[src/rtl/bcds_pkg.sv]
// Shared types, constants and helpers for the binary to BCD digit scanner.
// No dependencies.
package bcds_pkg;

    localparam int VALUE_W     = 32;
    localparam int MAX_DIGITS  = 10;
    localparam int DIGIT_BITS  = 4;
    localparam int COUNT_W     = 4;
    localparam int DIGIT_POS_W = 4;
    localparam int POS_W       = $clog2(MAX_DIGITS);
    localparam int QUEUE_DEPTH = 2;
    localparam int QPTR_W      = $clog2(QUEUE_DEPTH);
    localparam int QCNT_W      = $clog2(QUEUE_DEPTH + 1);
    localparam int RECIP_SHIFT = 35;

    localparam logic [VALUE_W-1:0] RECIP_TEN   = 32'hCCCC_CCCD;
    localparam logic [COUNT_W-1:0] COUNT_RESET = 4'd3;

    typedef logic [VALUE_W-1:0]    value_t;
    typedef logic [COUNT_W-1:0]    count_t;
    typedef logic [POS_W-1:0]      pos_t;
    typedef logic [DIGIT_BITS-1:0] digit_t;
    typedef logic [MAX_DIGITS-1:0][DIGIT_BITS-1:0] digit_vec_t;

    typedef struct packed {
        digit_vec_t digits;
        count_t     count;
    } entry_t;

    // Zero counts as one digit, anything above the maximum saturates.
    function automatic count_t eff_count(input count_t raw);
        count_t res;
        res = raw;
        if (raw == '0)
        begin
            res = COUNT_W'(1);
        end
        else if (raw > COUNT_W'(MAX_DIGITS))
        begin
            res = COUNT_W'(MAX_DIGITS);
        end
        return res;
    endfunction

endpackage

[src/rtl/bcds_queue.sv]
// Short FIFO of converted items between the front and back ends.
// Depends on bcds_pkg.
module bcds_queue (
    input  logic             clk,
    input  logic             rst_n,
    input  logic             push,
    input  bcds_pkg::entry_t push_data,
    output logic             full,
    output logic             avail,
    output bcds_pkg::entry_t pop_data,
    input  logic             pop
);
    import bcds_pkg::*;

    entry_t              mem_reg [QUEUE_DEPTH];
    logic [QPTR_W-1:0]   wr_ptr_reg;
    logic [QPTR_W-1:0]   rd_ptr_reg;
    logic [QCNT_W-1:0]   cnt_reg;

    assign full     = (cnt_reg == QCNT_W'(QUEUE_DEPTH));
    assign avail    = (cnt_reg != '0);
    assign pop_data = mem_reg[rd_ptr_reg];

    function automatic logic [QPTR_W-1:0] next_ptr(input logic [QPTR_W-1:0] p);
        logic [QPTR_W-1:0] r;
        r = (p == QPTR_W'(QUEUE_DEPTH - 1)) ? '0 : p + QPTR_W'(1);
        return r;
    endfunction

    always_ff @(posedge clk or negedge rst_n)
    begin
        if (!rst_n)
        begin
            wr_ptr_reg <= '0;
            rd_ptr_reg <= '0;
            cnt_reg    <= '0;
        end
        else
        begin
            if (push)
            begin
                wr_ptr_reg <= next_ptr(wr_ptr_reg);
            end
            if (pop)
            begin
                rd_ptr_reg <= next_ptr(rd_ptr_reg);
            end
            if (push && !pop)
            begin
                cnt_reg <= cnt_reg + QCNT_W'(1);
            end
            else if (pop && !push)
            begin
                cnt_reg <= cnt_reg - QCNT_W'(1);
            end
        end
    end

    always_ff @(posedge clk)
    begin
        if (push)
        begin
            mem_reg[wr_ptr_reg] <= push_data;
        end
    end

endmodule

[config.mk]
export PLATFORM = sky130hd
export DESIGN_NAME = bcds_queue
export DESIGN_NICKNAME = d
export VERILOG_FILES = /design/src/rtl/bcds_pkg.sv /design/src/rtl/bcds_queue.sv
export SDC_FILE = /design/constraint.sdc
export NUM_CORES = 1
export LEC_CHECK = 0
export ABC_AREA = 1
export BUFFER_PORTS_ARGS = -buffer_cell sky130_fd_sc_hd__clkbuf_2
export CORE_MARGIN = 1
export CORE_UTILIZATION = 30
export DETAILED_ROUTE_END_ITERATION = 12
export GPL_TIMING_DRIVEN = 1
export PLACE_DENSITY = 0.52
export SLEW_MARGIN = 20
export SYNTH_ARGS = -nofsm -noshare
export SYNTH_HDL_FRONTEND = slang
export SYNTH_SLANG_ARGS = --single-unit
export TNS_END_PERCENT = 20
[constraint.sdc]
create_clock -name clk -period 3.16 [get_ports clk]
set_input_delay 0 -clock clk [delete_from_list [all_inputs] [get_ports clk]]
set_output_delay 0 -clock clk [all_outputs]
set_load 0.02 [all_outputs]
==> impl_results.md, run 1 <==
* Min-delay worst type: in2reg
* Maxcap violations at 0
* Post-Place Setup Slack at 1.46 ns
* Critical register-to-register path endpoint: mem_reg[1][5]
* Cell area after technology mapping at between 3000 and 4000 sq um
* Mean Syn Cell Area at 22.1 sq um
* Register-to-register path setup slack at approximately 1.5 ns
* Result of the run: finished with violations
* Root buffer cell: clkbuf_16
* Distinct cell type count after synthesis at 14
* Horizontal extent of the die at around 110 microns
* Post-synthesis sequential area ratio at 0.766
* Routed wire length at 6040 microns
* Final total negative setup slack at 0 ns
* Global placer's final weighted congestion at 0.670
* Kind of end point of the critical path: output port
* Hold path startpoint: push_data[22]
* Num rows at 39
* Combined global-route utilization of all metal layers at 0.105
* Post-route non-filler standard cell count at 459
* Post-synthesis net count at roughly 210
* Flip-flop count of the largest register, all copies and words added at roughly 90
* Synthesized instance count at around 160
* Actual slew at the worst max-slew pin at 1.00 ns
* Worst Path Max Fanout at 45
* Die outline height at 111 microns
* Power per cell area at between 800 and 900 nW/um^2
* R2R depth at 2
* Residual antenna-violating net count after detailed routing at 0
* Required arrival time at the worst endpoint at 3.16 ns
* Vias in the first global route at 1908
* Share of the clock period used by the worst path after layout at 0.600
* Clock latency on the worst-skew pair at 0.34 ns
* CP Data Arrival Time at approximately 1.9 ns
* H-tree level count at 3
* TritonCTS clock tree: yes
* Inserted Clock Buffers at 9
* Fraction of layout instances using a drive strength above 1 at 0.491
* Net Sw Frac at 0.306
* Total placed cells including tap cells at around 400
* Relative contribution of sequential cells to total power at 0.395
* P&R area growth vs syn at 38.5%
* Number of failing hold endpoints at the final stage at 0
* Leakage power total at ~2 nW
* Utilization after layout at 0.431
* Combinational fraction of design power at 0.344
* First-pass GRT wire length at 9620 microns
* Max-slew headroom at the worst pin at 0.332
* Endpoints failing setup at 0
* Initial DRC Count at 45
* Maximum resistive drop on vdd at 0.354 mV
* Placeable Area at 11500 sq um
* Die area at 12400 sq um
* DRC errors left at 18
* Maximum number of pins on one net before global-route repair at 46
* Count of pins on the block boundary at 94
* Unrepaired setup endpoints after global routing: no
* Detailed-route vias per instance at 4.10
* Drt first pass iters at 8
* Internal Power at 2.97 mW
* Final critical delay including setup and external delays at 1.90 ns
* Overflow left after global routing at 0
* Power share of the clock group at 0.261
* Worst R2R Start: wr_ptr_reg
* Post-Route Skew at 0.00832 ns
* Diodes inserted at 0
* Clock tree sinks at 92
* Number of storage elements in the synthesis netlist at 92
* Crit path launch type: register
* PnR worst setup slack at 1.26 ns
* Clock transition at the register clock pins on the worst setup and hold paths after CTS at roughly 0.07 ns
* Timing-limited maximum frequency at 527 MHz
* Placed wire-length estimate after detailed placement at 3600 microns
* Total number of vias at ~1900
* Hold endpoint: mem_reg[0][22]
* Number of nets in the final layout at 360
* Failing checks: DRC
* Routed wire length per instance at 13.2 microns
* Max Buffers Root-to-Sink at 2
* Port Buffers at 93
* Post-CTS setup buffer count at 0
* Count of cells resized by post-cts repair at 0
* Warning count from the yosys run at 0
* Final Slew Violations at 0
* Switching power total at about 1.3 mW
* Depth of the worst hold-timing path at 2
* Starting utilization of the core area at 0.311
* Number of antenna violations at the first check in global routing at 0
* Type of the worst setup path: reg2out
* Total of hold buffers inserted after clock tree synthesis at 48
cells in the mapped netlist (all sizes together):
cell type | number | share of area
buf | 5 | 0.025
edfxtp | 88 | 0.74
xor2 | 2 | 0.0049
inv | 7 | 0.0073
xnor2 | 1 | 0.0024
nand2 | 6 | 0.0063
mux2 | 44 | 0.18
nand3 | 1 | 0.0014
nor2 | 2 | 0.0021
nand4 | 1 | 0.0017
dfrtp | 4 | 0.028
ha | 1 | 0.0035
power by group through the flow:
stage	clock [mW]	sequential [mW]	combinational, mW
finish	1.12	1.69	1.47
global route	1.19	1.71	1.58
CTS	1.14	1.69	1.51
detailed placement	0	1.72	1.46
global placement	0	1.71	1.46
floorplan	0	1.71	1.16
worst max-delay path by stage:
| stage | slack (ns) | endpoint | startpoint | depth (start not counted) |
|---|---|---|---|---|
| after floorplan | 0.45 | mem_reg[0][0] | wr_ptr_reg | 1 |
| after global placement | 1.49 | mem_reg[1][42] | wr_ptr_reg | 2 |
| after detailed placement | 1.46 | mem_reg[1][43] | wr_ptr_reg | 2 |
| after CTS | 1.19 | pop_data[29] | rd_ptr_reg | 3 |
| after global routing | 1.15 | pop_data[29] | rd_ptr_reg | 3 |
| final | 1.26 | pop_data[30] | rd_ptr_reg | 3 |
placed cells by master (no fill, tap or decap), types with 2 or more instances in the layout:
cell,instances
clkbuf_1,2
nand2_1,6
mux2_4,39
inv_1,6
dlygate4sd3_1,48
mux2_2,5
bufinv_16,2
clkbuf_16,9
edfxtp_1,88
clkbuf_2,93
xor2_1,2
dfrtp_1,3
metrics by stage:
stage | hold slack [ns] | cell area (sq um) | power (mW)
detailed placement | -0.187 | 4170 | 3.18
CTS | 0.374 | 4960 | 4.35
global placement | -0.186 | 4170 | 3.17
finish | 0.389 | 4960 | 4.28
global route | 0.386 | 4960 | 4.48
floorplan | -0.296 | 3580 | 2.86
kinds of logic after synthesis:
| family | after synthesis | share of synthesized area |
|---|---|---|
| DFF | 92 | 0.766 |
| buffers and inverters | 12 | 0.0328 |
| adders and majority gates | 1 | 0.00349 |
| xor gates and xnor gates | 3 | 0.00734 |
| and+or+nand+nor | 10 | 0.0115 |
| muxes | 44 | 0.179 |
worst max-delay path, cell delays in order (launching register included):
cell	delay, ns
dfrtp_2	0.33
buf_4	0.64
mux2_2	0.41
clkbuf_2	0.15
metal layers:
layer / routed length [microns] / share of wire / global-route usage / vias to the layer above
li1: - / - / - / 914
met1: 2750 / 0.45 / 0.124 / 896
met2: 2810 / 0.46 / 0.168 / 59
met3: 355 / 0.059 / 0.0355 / 13
met4: 129 / 0.021 / 0.0622 / 0
met5: 0 / 0 / 0 / -
final cells by class:
| cell class | instances | area [sq um] |
|---|---|---|
| multi-input combinational | 58 | 729 |
| clock inverter | 5 | 76.3 |
| fill | 1055 | 6560 |
| tap | 143 | 179 |
| inverter | 7 | 26.3 |
| clock buffer | 11 | 233 |
| timing repair buffer | 143 | 973 |
| sequential | 92 | 2740 |
(Power assumes the default switching activity.)
==> run 2, diff against run 1 <==
PLACE_DENSITY = 0.54   (was 0.52)
clock period = 1.5 ns   (was 3.16 ns; I/O delays follow)
==> impl_results.md, run 2 (same netlist as run 1, synthesis figures left out) <==
* Actual slew at the worst max-slew pin at between 0.2 and 0.3 ns
* Clock transition at the register clock pins on the worst setup and hold paths after CTS at 0.06 ns
* Delay of the slowest critical-path stage at 0.42 ns
* Combined global-route utilization of all metal layers at 0.105
* Final design area excluding fillers at 5030 sq um
* Result of the run: finished with violations
* Cells traversed along the worst timing path: buf_12, mux2_2, buf_2
* Vias in the first global route at 1978
* Post-Route Skew at 0.00479 ns
* Min-delay worst type: in2reg
* Maximum resistive drop on vdd at approximately 0.7 mV
* # fillers at a little over 1000
* Placeable Area at 11500 sq um
* Final Slew Violations at 0
* Routed wire length per instance at 13.0 microns
* CP Data Arrival Time at approximately 1.5 ns
* Power per cell area at between 1500 and 2000 nW/um^2
* Final total negative setup slack at 0 ns
* Utilization after layout at 0.437
* Starting utilization of the core area at 0.311
* Required arrival time at the worst endpoint at ~1.5 ns
* Max Buffers Root-to-Sink at 2
* Initial DRC Count at 35
* H-tree level count at 3
* Clock tree sinks at 92
* Diodes inserted at 0
* Overflow left after global routing at 0
* Detailed-route vias per instance at 4.08
* Failing checks: DRC
* Most used cells in the layout excluding fill and tap cells: 88 x edfxtp_1, 85 x clkbuf_2, 49 x dlygate4sd3_1
* Horizontal extent of the die at 111 microns
* Top Family by Delay on Critical Path: flip-flops
* DRC errors left at 12
* Fraction of layout instances using a drive strength above 1 at 0.500
* P&R area growth vs syn at 40.4%
* Routed wire length at 6010 microns
* Overall power consumption at roughly 9 mW
* Combined flip-flop and latch cell area at 2740 sq um
* Total number of vias at 1889
* Worst Path Max Fanout at 22
* Crit path launch type: register
* Unrepaired setup endpoints after global routing: yes
* Number of antenna violations at the first check in global routing at 0
* Drt first pass iters at 8
* Share of the clock period used by the worst path after layout at 0.992
* Root buffer cell: clkbuf_16
* Number of nets in the final layout at 364
* Flip-flop count of the largest register, all copies and words added at 88
* Critical path's slowest cell: dfrtp_2
* WP buf/inv at 2
* Count of pins on the block boundary at 94
* Max-slew headroom at the worst pin at 0.822
* PnR worst setup slack at 0.0121 ns
* Die area at 12400 sq um
* Post-placement cell area at 4240 sq um
* Global placer's final weighted congestion at 0.656
* Multi-input combinational cell area at 732 sq um
* Die outline height at approximately 110 microns
* Maximum number of pins on one net before global-route repair at 45
* Leakage power total at 2.05 nW
* Port Buffers at 93
* TritonCTS clock tree: yes
* Residual antenna-violating net count after detailed routing at 0
* Placed wire-length estimate after detailed placement at roughly 3700 microns
* Timing-limited maximum frequency at approximately 670 MHz
* Kind of end point of the critical path: output port
* First-pass GRT wire length at ~9700 microns
* Type of the worst setup path: reg2out
* Clock latency on the worst-skew pair at 0.32 ns
* Most frequent standard cell in the layout excluding fill and tap cells: edfxtp_1
* Post-Place Setup Slack at 0.295 ns
* Final critical delay including setup and external delays at 1.49 ns
* Endpoints failing setup at 0
* Num rows at 39
* Number of failing hold endpoints at the final stage at 0
* Maxcap violations at 0
* Inserted Clock Buffers at 9
==> run 2: area by class of cell <==
class,instances,area share
sequential,92,0.546
tap,143,0.0356
inverter,7,0.00597
timing repair buffer,147,0.214
clock inverter,6,0.00821
clock buffer,10,0.0455
multi-input combinational,58,0.146
==> run 2: metal layers <==
metal,vias up,GRT usage,part of all wire
met3,8,0.0350,0.054
met5,-,0,0
met2,57,0.171,0.48
met1,899,0.123,0.45
li1,925,-,-
met4,0,0.0568,0.017
==> run 2: worst paths after layout <==
check / startpoint / to / slack, ns / cells after the start
worst max-delay path: rd_ptr_reg / pop_data[28] / 0.01 / 3
worst min-delay path: push_data[14] / mem_reg[0][14] / 0.40 / 2
worst max register to register: wr_ptr_reg / mem_reg[1][27] / 0.29 / 3
worst min register to register: cnt_reg[1] / cnt_reg[1] / 0.48 / 2
max in group asynchronous: rst_n / rd_ptr_reg / 0.21 / 4
min in group asynchronous: rst_n / cnt_reg[0] / 0.51 / 3
==> run 2: what timing repair did <==
item | in CTS | in global routing
setup endpoints to repair | 2 | 24
buffers inserted | 0 | 0
hold buffers | 49 | 0
endpoints found under the hold margin | 94 | 0
resized for setup | 0 | 18
==> run 2: per-stage QoR <==
| stage | instances | hold WS (ns) |
|---|---|---|
| final | 463 | 0.397 |
| after global routing | 463 | 0.378 |
| after CTS | 463 | 0.380 |
| after detailed placement | 398 | -0.181 |
| after global placement | 398 | -0.183 |
| after floorplan | 162 | -0.296 |
==> run 2: report_power, final <==
group          total (mW)  switching (mW)  internal, mW
Sequential           3.58           0.163          3.42
Clock                2.01           0.889          1.12
Combinational        3.31            1.74          1.57
Total                8.90            2.80          6.10
==> run 2: worst register-to-register path: stages, from the launching register on <==
cell,delay [ns]
dfrtp_1,0.44
nand2_2,0.09
clkinvlp_4,0.09
buf_12,0.25
