===== config.mk =====
export PLATFORM = sky130hd
export DESIGN_NAME = bcds_back_flat
export DESIGN_NICKNAME = d
export VERILOG_FILES = /design/src/rtl/bcds_pkg.sv /design/src/rtl/bcds_if.sv /design/src/rtl/bcds_back.sv /design/src/flat_wrapper.sv
export SDC_FILE = /design/constraint.sdc
export NUM_CORES = 1
export LEC_CHECK = 0
export BUFFER_PORTS_ARGS = -buffer_cell sky130_fd_sc_hd__buf_2
export CORE_MARGIN = 8
export CORE_UTILIZATION = 49
export CTS_BUF_LIST = sky130_fd_sc_hd__clkbuf_4
export DETAILED_ROUTE_END_ITERATION = 8
export GPL_TIMING_DRIVEN = 0
export PLACE_DENSITY = 0.79
export SETUP_SLACK_MARGIN = 0.5
export SYNTH_ARGS = -nofsm -noshare
export SYNTH_HDL_FRONTEND = slang
export SYNTH_SLANG_ARGS = --single-unit

===== constraint.sdc =====
create_clock -name clk -period 3 [get_ports clk]
set_clock_uncertainty 0.2 [all_clocks]
set_input_delay 0.3 -clock clk [delete_from_list [all_inputs] [get_ports clk]]
set_output_delay 0.3 -clock clk [all_outputs]
set_load 0.01 [all_outputs]

===== src/rtl/bcds_pkg.sv =====
// Shared types, constants and helpers for the binary to BCD digit scanner.
// No dependencies.
package bcds_pkg;

    localparam int VALUE_W     = 32;
    localparam int MAX_DIGITS  = 10;
    localparam int DIGIT_BITS  = 4;
    localparam int COUNT_W     = 4;
    localparam int DIGIT_POS_W = 4;
    localparam int POS_W       = $clog2(MAX_DIGITS);
    localparam int QUEUE_DEPTH = 2;
    localparam int QPTR_W      = $clog2(QUEUE_DEPTH);
    localparam int QCNT_W      = $clog2(QUEUE_DEPTH + 1);
    localparam int RECIP_SHIFT = 35;

    localparam logic [VALUE_W-1:0] RECIP_TEN   = 32'hCCCC_CCCD;
    localparam logic [COUNT_W-1:0] COUNT_RESET = 4'd3;

    typedef logic [VALUE_W-1:0]    value_t;
    typedef logic [COUNT_W-1:0]    count_t;
    typedef logic [POS_W-1:0]      pos_t;
    typedef logic [DIGIT_BITS-1:0] digit_t;
    typedef logic [MAX_DIGITS-1:0][DIGIT_BITS-1:0] digit_vec_t;

    typedef struct packed {
        digit_vec_t digits;
        count_t     count;
    } entry_t;

    // Zero counts as one digit, anything above the maximum saturates.
    function automatic count_t eff_count(input count_t raw);
        count_t res;
        res = raw;
        if (raw == '0)
        begin
            res = COUNT_W'(1);
        end
        else if (raw > COUNT_W'(MAX_DIGITS))
        begin
            res = COUNT_W'(MAX_DIGITS);
        end
        return res;
    endfunction

endpackage


===== src/rtl/bcds_if.sv =====


interface bcds_out_if;
    import bcds_pkg::*;

    logic                   valid;
    logic                   ready;
    logic [DIGIT_POS_W-1:0] digit_position;
    digit_t                 bcd_digit;
    logic                   last;

    modport source (output valid, output digit_position, output bcd_digit, output last,
                    input ready);
    modport sink   (input valid, input digit_position, input bcd_digit, input last,
                    output ready);
endinterface


===== src/rtl/bcds_back.sv =====
// Back end: walks a converted item most significant digit first, one result
// per unstalled cycle, into a registered output. Depends on bcds_pkg, bcds_if.
module bcds_back (
    input  logic             clk,
    input  logic             rst_n,
    input  logic             avail,
    input  bcds_pkg::entry_t pop_data,
    output logic             pop,
    bcds_out_if.source       out_ch
);
    import bcds_pkg::*;

    logic                   have_reg;
    pos_t                   pos_reg;
    count_t                 n_reg;
    digit_vec_t             dig_reg;
    logic                   out_valid_reg;
    logic [DIGIT_POS_W-1:0] out_pos_reg;
    digit_t                 out_digit_reg;
    logic                   out_last_reg;

    logic adv;
    logic is_last;

    always_comb
    begin
        adv     = have_reg && (!out_valid_reg || out_ch.ready);
        is_last = (pos_reg == POS_W'(n_reg - COUNT_W'(1)));
        pop     = avail && (!have_reg || (adv && is_last));
    end

    assign out_ch.valid          = out_valid_reg;
    assign out_ch.digit_position = out_pos_reg;
    assign out_ch.bcd_digit      = out_digit_reg;
    assign out_ch.last           = out_last_reg;

    always_ff @(posedge clk or negedge rst_n)
    begin
        if (!rst_n)
        begin
            have_reg      <= 1'b0;
            out_valid_reg <= 1'b0;
        end
        else
        begin
            if (pop)
            begin
                have_reg <= 1'b1;
            end
            else if (adv && is_last)
            begin
                have_reg <= 1'b0;
            end

            if (adv)
            begin
                out_valid_reg <= 1'b1;
            end
            else if (out_ch.ready)
            begin
                out_valid_reg <= 1'b0;
            end
        end
    end

    always_ff @(posedge clk)
    begin
        if (pop)
        begin
            pos_reg <= '0;
            n_reg   <= pop_data.count;
            dig_reg <= pop_data.digits;
        end
        else if (adv)
        begin
            pos_reg <= pos_reg + POS_W'(1);
        end

        if (adv)
        begin
            out_pos_reg   <= DIGIT_POS_W'(pos_reg);
            out_digit_reg <= dig_reg[pos_reg];
            out_last_reg  <= is_last;
        end
    end

endmodule


===== src/flat_wrapper.sv =====
// flat-port wrapper written by rule: the top's interface ports become plain ports
module bcds_back_flat import bcds_pkg::*;
  (clk, rst_n, avail, pop_data, pop, out_ch_valid, out_ch_digit_position, out_ch_bcd_digit, out_ch_last, out_ch_ready);
  bcds_out_if out_ch_i ();
  input  logic clk;
  input  logic rst_n;
  input  logic avail;
  input  bcds_pkg::entry_t pop_data;
  output logic pop;
  output wire logic [$bits(out_ch_i.valid)-1:0] out_ch_valid;
  output wire logic [$bits(out_ch_i.digit_position)-1:0] out_ch_digit_position;
  output wire logic [$bits(out_ch_i.bcd_digit)-1:0] out_ch_bcd_digit;
  output wire logic [$bits(out_ch_i.last)-1:0] out_ch_last;
  input wire logic [$bits(out_ch_i.ready)-1:0] out_ch_ready;
  assign out_ch_valid = out_ch_i.valid;
  assign out_ch_digit_position = out_ch_i.digit_position;
  assign out_ch_bcd_digit = out_ch_i.bcd_digit;
  assign out_ch_last = out_ch_i.last;
  assign out_ch_i.ready = out_ch_ready;
  bcds_back u_core (.clk(clk), .rst_n(rst_n), .avail(avail), .pop_data(pop_data), .pop(pop), .out_ch(out_ch_i));
endmodule

==> results of run 1 <==
[worst max path at each step]
stage | start | end | cells after the start
after global placement | u_core.n_reg[0] | pop | 6
final | u_core.n_reg[0] | pop | 7
after CTS | u_core.n_reg[0] | pop | 7
after global routing | u_core.n_reg[0] | pop | 7
after detailed placement | u_core.n_reg[0] | pop | 7
after floorplan | u_core.n_reg[0] | u_core.dig_reg[0] | 5
[cell type report]
cell class	count	area share [%]
sequential	59	50.2
inverter	4	0.438
clock inverter	5	2.26
timing repair buffer	114	25.7
multi-input combinational	52	16.1
clock buffer	11	2.41
tap	54	1.97
buffer	3	0.912
[synth_stat cells]
master / number / share of area (%)
a21oi_1: 1 / 0.22
a22oi_1: 4 / 1.3
and3_1: 1 / 0.27
buf_2: 1 / 0.22
buf_6: 1 / 0.49
buf_8: 1 / 0.66
dfrtp_1: 2 / 2.2
dfxtp_1: 4 / 3.5
edfxtp_1: 53 / 70
ha_1: 2 / 1.1
inv_1: 4 / 0.66
mux2i_1: 4 / 1.7
mux4_2: 8 / 7.9
nand2_1: 4 / 0.66
nand2b_1: 2 / 0.55
nand3_1: 3 / 0.66
nand3_2: 1 / 0.44
nor2_1: 5 / 0.82
nor2b_1: 1 / 0.27
nor3_1: 1 / 0.22
o21ai_1: 4 / 0.87
o32a_2: 1 / 0.49
o32ai_4: 1 / 1.2
or3b_2: 1 / 0.38
xnor2_1: 2 / 0.77
xnor3_1: 1 / 0.98
xor2_1: 5 / 1.9
[report_power, final]
group,internal [µW],switching (µW)
Sequential,1080,81.3
Combinational,425,393
Clock,355,284
Total,1850,758
[critical path: cells and delay by family (launching register included)]
| kind | cells | cell delay, ps |
|---|---|---|
| AO/OA/AOI/OAI | 1 | 280 |
| flip-flops | 1 | 390 |
| AND/OR/NAND/NOR | 1 | 140 |
| adder cells (fa/ha/maj) | 1 | 270 |
| buffers and inverters | 3 | 360 |
| XOR/XNOR | 1 | 170 |
[per-layer routing]
metal  track usage [%]  share of wire (%)  vias to the layer above
met5                 0                  0                        -
met2              30.4                 57                       71
li1                  -                  -                      713
met3              4.74                6.3                       15
met1              16.4                 35                      780
met4              9.88                2.0                        0
[timing repair]
| item | CTS | global route |
|---|---|---|
| hold endpoints to repair | 47 | 0 |
| cloned | 1 | 0 |
| pin swaps | 3 | 2 |
| setup endpoints to repair | 1 | 1 |
| resized for setup | 7 | 1 |
| hold buffers | 46 | 0 |
| setup buffers | 5 | 2 |
[cells by family (layout without fill, tap and decap cells)]
group	after synthesis	count (layout)
buffers and inverters	7	137
AOI/OAI and AO/OA	11	11
xor gates and xnor gates	8	8
and+or+nand+nor	19	19
DFF	59	59
adders and majority gates	2	2
muxes	12	12
[per-stage QoR]
stage	setup TNS [ps]	utilization (%)	hold slack, ps	worst slack, ps
finish	0	74.6	25.1	512
global route	0	74.6	15.1	443
global placement	-5000	57.6	-116	-336
CTS	0	74.3	10.5	496
detailed placement	0	58.5	-113	682
floorplan	0	-	-196	158
==> flow_summary.yaml, run 1 <==
global_route:
  grt_pass1_vias: 1802
  grt_usage_pct: 16.7
  antenna_found_initial: 0
  grt-ovfl-total: 0
  grt_pass1_wl_mm: 8.98
  grt_max_degree: 26
logic_synthesis:
  synth_xor_area_share_pct: 3.66
  synthAdderAreaFrac_pct: 1.09
  synth.distinct_cells: 27
  synth_mux_area_share_pct: 9.62
  yosysWarnings: 0
  synth_fp_nets: 168
  synth-seq-area-share_pct: 75.2
  syn_avg_cell_area_um2: 19.4
  synth-simple-area-share_pct: 4.26
  synthesis.area_um2: 2290
  synth_compound_area_share_pct: 4.10
  synth_top_family_by_area: "multiplexers"
  synth_cells: 118
  ys_ff_latch: 59
place:
  dpl-instance-area_um2: 2690
  port_buffers: 58
  gp_congestion: 0.778
  place_inst: 232
  dp_hpwl_mm: 3.22
detailed_routing:
  dr_total_vias: 1579
  viasPerCell: 5.23
  drtPass1Iterations: 6
  drc: 0
  drt-initial-drc-count: 150
  routed_wl_mm: 5.75
  wl_per_cell_um: 19.0
  detail-route-antenna-nets: 0
clock_network:
  cts_tree: "built"
  clk_pin_slew_ps: 100
  htreeDepth: 3
  clockBufferDepth: 2
  ctsRootBufferMaster: "clkbuf_4"
  clk_latency_ps: 380
  clock_sinks: 59
  cts_made_buffers: 9
power:
  vdd_drop_max_mv: 0.548
  leakagePower_uw: 0.00135
  power_uw: 2610
  p_per_area_nw_per_um2: 761
critical_path:
  slowest_delay_ps: 390
  crit_path_cell_trace: "inv_2, ha_4, xor2_2, nand3_2, o32ai_4, clkbuf_16, buf_6"
  path_max_fanout: 3
  worst_ep_arrival_time_ps: 1990
  rrSetupSlack_ps: 610
  start_kind: "register"
  critPathKind: "register to primary output"
  reg2regPathDepth: 9
  cp-end-kind: "primary output"
  rr_startpoint: "u_core.n_reg[0]"
  worstPathRequired_ps: 2500
  cp_slowest_cell: "edfxtp_1"
  r2r-end: "u_core.dig_reg[17]"
sta:
  relSlewSlack_pct: 77.1
  max_freq_mhz: 402
  maxSlewViolCount: 0
  fin_crit_sh_pct: 82.9
  tightest_slew_ps: 342
  hold_viol: 0
  fin_crit_ps: 2490
  report.final.setup_viol: 0
  rsz0062_at_grt: "yes"
floorplan:
  die_area_um2: 7110
  num_io_pins: 59
  die_x_um: 84.3
  core-area_um2: 4600
  start_util_pct: 49.8
  die_height_um: 84.3
  std_cell_rows: 25
status:
  outcome: "complete, no violations"
layout:
  layout-drive-gt1-share_pct: 42.3
  mostFrequentLayoutCells: "58 x buf_2, 53 x edfxtp_1, 46 x dlygate4sd3_1"
  nFillCells: 261
  instances_no_fill: 302
  area_growth_pct: 49.9
  final_common_cell: "buf_2"
  seqCellArea_um2: 1720
  multi_input_area_um2: 553
  largest_reg_flops: 40
  final_nets: 293
  diodes: 0
  fin_area_um2: 3430
flow_run:
  maxCapViolCount: 0
min_path:
  min_path_type: "input port to async pin"
Note: power is estimated with default switching activity, not from simulation.
==> run 2, diff against run 1 <==
--- a/config.mk
+++ b/config.mk
@@ -7,11 +7,11 @@
 export LEC_CHECK = 0
 export BUFFER_PORTS_ARGS = -buffer_cell sky130_fd_sc_hd__buf_2
 export CORE_MARGIN = 8
-export CORE_UTILIZATION = 49
+export CORE_UTILIZATION = 50
 export CTS_BUF_LIST = sky130_fd_sc_hd__clkbuf_4
 export DETAILED_ROUTE_END_ITERATION = 8
 export GPL_TIMING_DRIVEN = 0
-export PLACE_DENSITY = 0.79
+export PLACE_DENSITY = 0.77
 export SETUP_SLACK_MARGIN = 0.5
 export SYNTH_ARGS = -nofsm -noshare
 export SYNTH_HDL_FRONTEND = slang
==> constraint.sdc (replaced) <==
create_clock -name clk -period 2.5 [get_ports clk]
set_clock_uncertainty 0.2 [all_clocks]
set_input_delay 0.25 -clock clk [delete_from_list [all_inputs] [get_ports clk]]
set_output_delay 0.25 -clock clk [all_outputs]
set_load 0.01 [all_outputs]
==> run 2 against run 1 <==
  * Core utilization up 9.1 points
  * Critical endpoint is now u_core.dig_reg[11]
  * Sequential share of layout area down 3.2 points
  * Largest power group unchanged
  * Largest cell class unchanged
  * Non-clock buffer count up 16
  * Register-to-register slack worse by 590 ps
  * Worst hold slack better by 120 ps
  * Critical path type is now register to register
==> flow_summary.yaml, run 2 (same netlist as run 1, synthesis figures left out) <==
layout:
  area_growth_pct: 60.5
  final_util_pct: 83.8
  layout-drive-gt1-share_pct: 45.1
  fin_area_um2: 3670
  mostFrequentLayoutCells: "58 x buf_2, 53 x edfxtp_1, 47 x dlygate4sd3_1"
  final_common_cell: "buf_2"
  final_nets: 309
  diodes: 0
  largest_reg_flops: 40
floorplan:
  start_util_pct: 52.2
  std_cell_rows: 24
  die_height_um: 83.7
  core-area_um2: 4380
  die_x_um: 83.7
  num_io_pins: 59
  die_area_um2: 7000
sta:
  fin_crit_sh_pct: 99.4
  max_freq_mhz: 402
  holdWs_ps: 142
  report.final.setup_viol: 0
  fin_tns_setup_ps: 0
  relSlewSlack_pct: 71.4
  hold_viol: 0
  rsz0062_at_grt: "yes"
  fin_crit_ps: 2480
  tightest_slew_ps: 429
  maxSlewViolCount: 0
flow_run:
  maxCapViolCount: 0
power:
  p_per_area_nw_per_um2: 875
  leakagePower_uw: 0.00146
  power_uw: 3210
  vdd_drop_max_mv: 0.610
critical_path:
  path_max_fanout: 6
  worstPathRequired_ps: 2420
  worst_ep_arrival_time_ps: 2400
  critPathKind: "register to register"
  reg2regPathDepth: 9
  cp-end-kind: "register"
  start_kind: "register"
clock_network:
  cts_made_buffers: 9
  htreeDepth: 3
  clk_latency_ps: 400
  clockBufferDepth: 2
  ctsRootBufferMaster: "clkbuf_4"
  cts_tree: "built"
  clk_pin_slew_ps: 100
  clock_sinks: 59
detailed_routing:
  drc: 0
  drt-initial-drc-count: 154
  wl_per_cell_um: 21.4
  dr_total_vias: 1712
  routed_wl_mm: 6.76
  drtPass1Iterations: 5
  viasPerCell: 5.42
  detail-route-antenna-nets: 0
global_route:
  grt_usage_pct: 18.1
  grt_pass1_wl_mm: 9.63
  grt-ovfl-total: 0
  antenna_found_initial: 0
  grt_pass1_vias: 1900
  grt_max_degree: 12
place:
  dp_hpwl_mm: 3.22
  gp_congestion: 0.741
  dpl-instance-area_um2: 2700
  port_buffers: 58
status:
  outcome: "complete, no violations"
min_path:
  min_path_type: "input port to register"
  hold_depth: 3
run 2: changes by cell type in the layout (fill, tap and decap cells not counted), moves of 2 or more:
| cell | change |
|---|---|
| buf_16 | +7 |
| buf_6 | +4 |
| buf_12 | +3 |
| buf_8 | +2 |
| bufinv_16 | -2 |
| clkinv_1 | +2 |
run 2: routing by layer:
metal	track usage, %	routed length [µm]	part of all wire [%]
met1	18.1	2470	36
met2	31.1	3710	55
met3	5.86	450	6.7
met4	12.1	133	2.0
met5	0	0	0
run 2: where the power goes:
group          total (µW)  switching (µW)  leakage (µW)  internal (µW)
sequential           1400             106      0.000539           1300
clock                 582             352     0.0000662            229
combinational        1230             558      0.000856            672
total                3210            1020       0.00146           2200
run 2: per-stage QoR:
stage	worst slack, ps	std cells
final	15.2	316
after global routing	-71.3	316
after CTS	57.5	313
after detailed placement	102	230
after global placement	-822	228
after floorplan	-342	118
run 2: worst max-delay path, stage by stage, from the launching register on:
cell and delay, ps:
edfxtp_1 420, buf_4 170, nor3_2 250, xnor2_2 160
o32ai_4 380, buf_4 180, buf_8 90, buf_8 110
buf_4 130, buf_16 120
run 2: repair_timing:
item                                   4_1_cts  5_1_grt
hold buffers                                47        0
endpoints found under the hold margin       47        0
setup endpoints to repair                   48       53
pin swaps                                    3        3
setup buffers                               15        3
cloned                                       5        0
resized for setup                           16       11
run 2: cell type report:
cell class / instances / area, µm²
sequential: 59 / 1730
timing repair buffer: 130 / 1160
fill: 204 / 712
multi-input combinational: 52 / 558
clock buffer: 12 / 90.1
tap: 52 / 65.1
buffer: 3 / 40.0
clock inverter: 4 / 17.5
inverter: 4 / 15.0
run 2: final timing paths:
path,slack (ps),to,from
worst max-delay path,20,u_core.dig_reg[11],u_core.n_reg[0]
worst min register to register,290,u_core.out_ch.digit_position[0],u_core.pos_reg[0]
worst min-delay path,140,u_core.out_ch.valid,out_ch_ready
max in group asynchronous,1420,u_core.have_reg,rst_n
min in group asynchronous,550,u_core.out_ch.valid,rst_n
worst max register to register,20,u_core.dig_reg[11],u_core.n_reg[0]
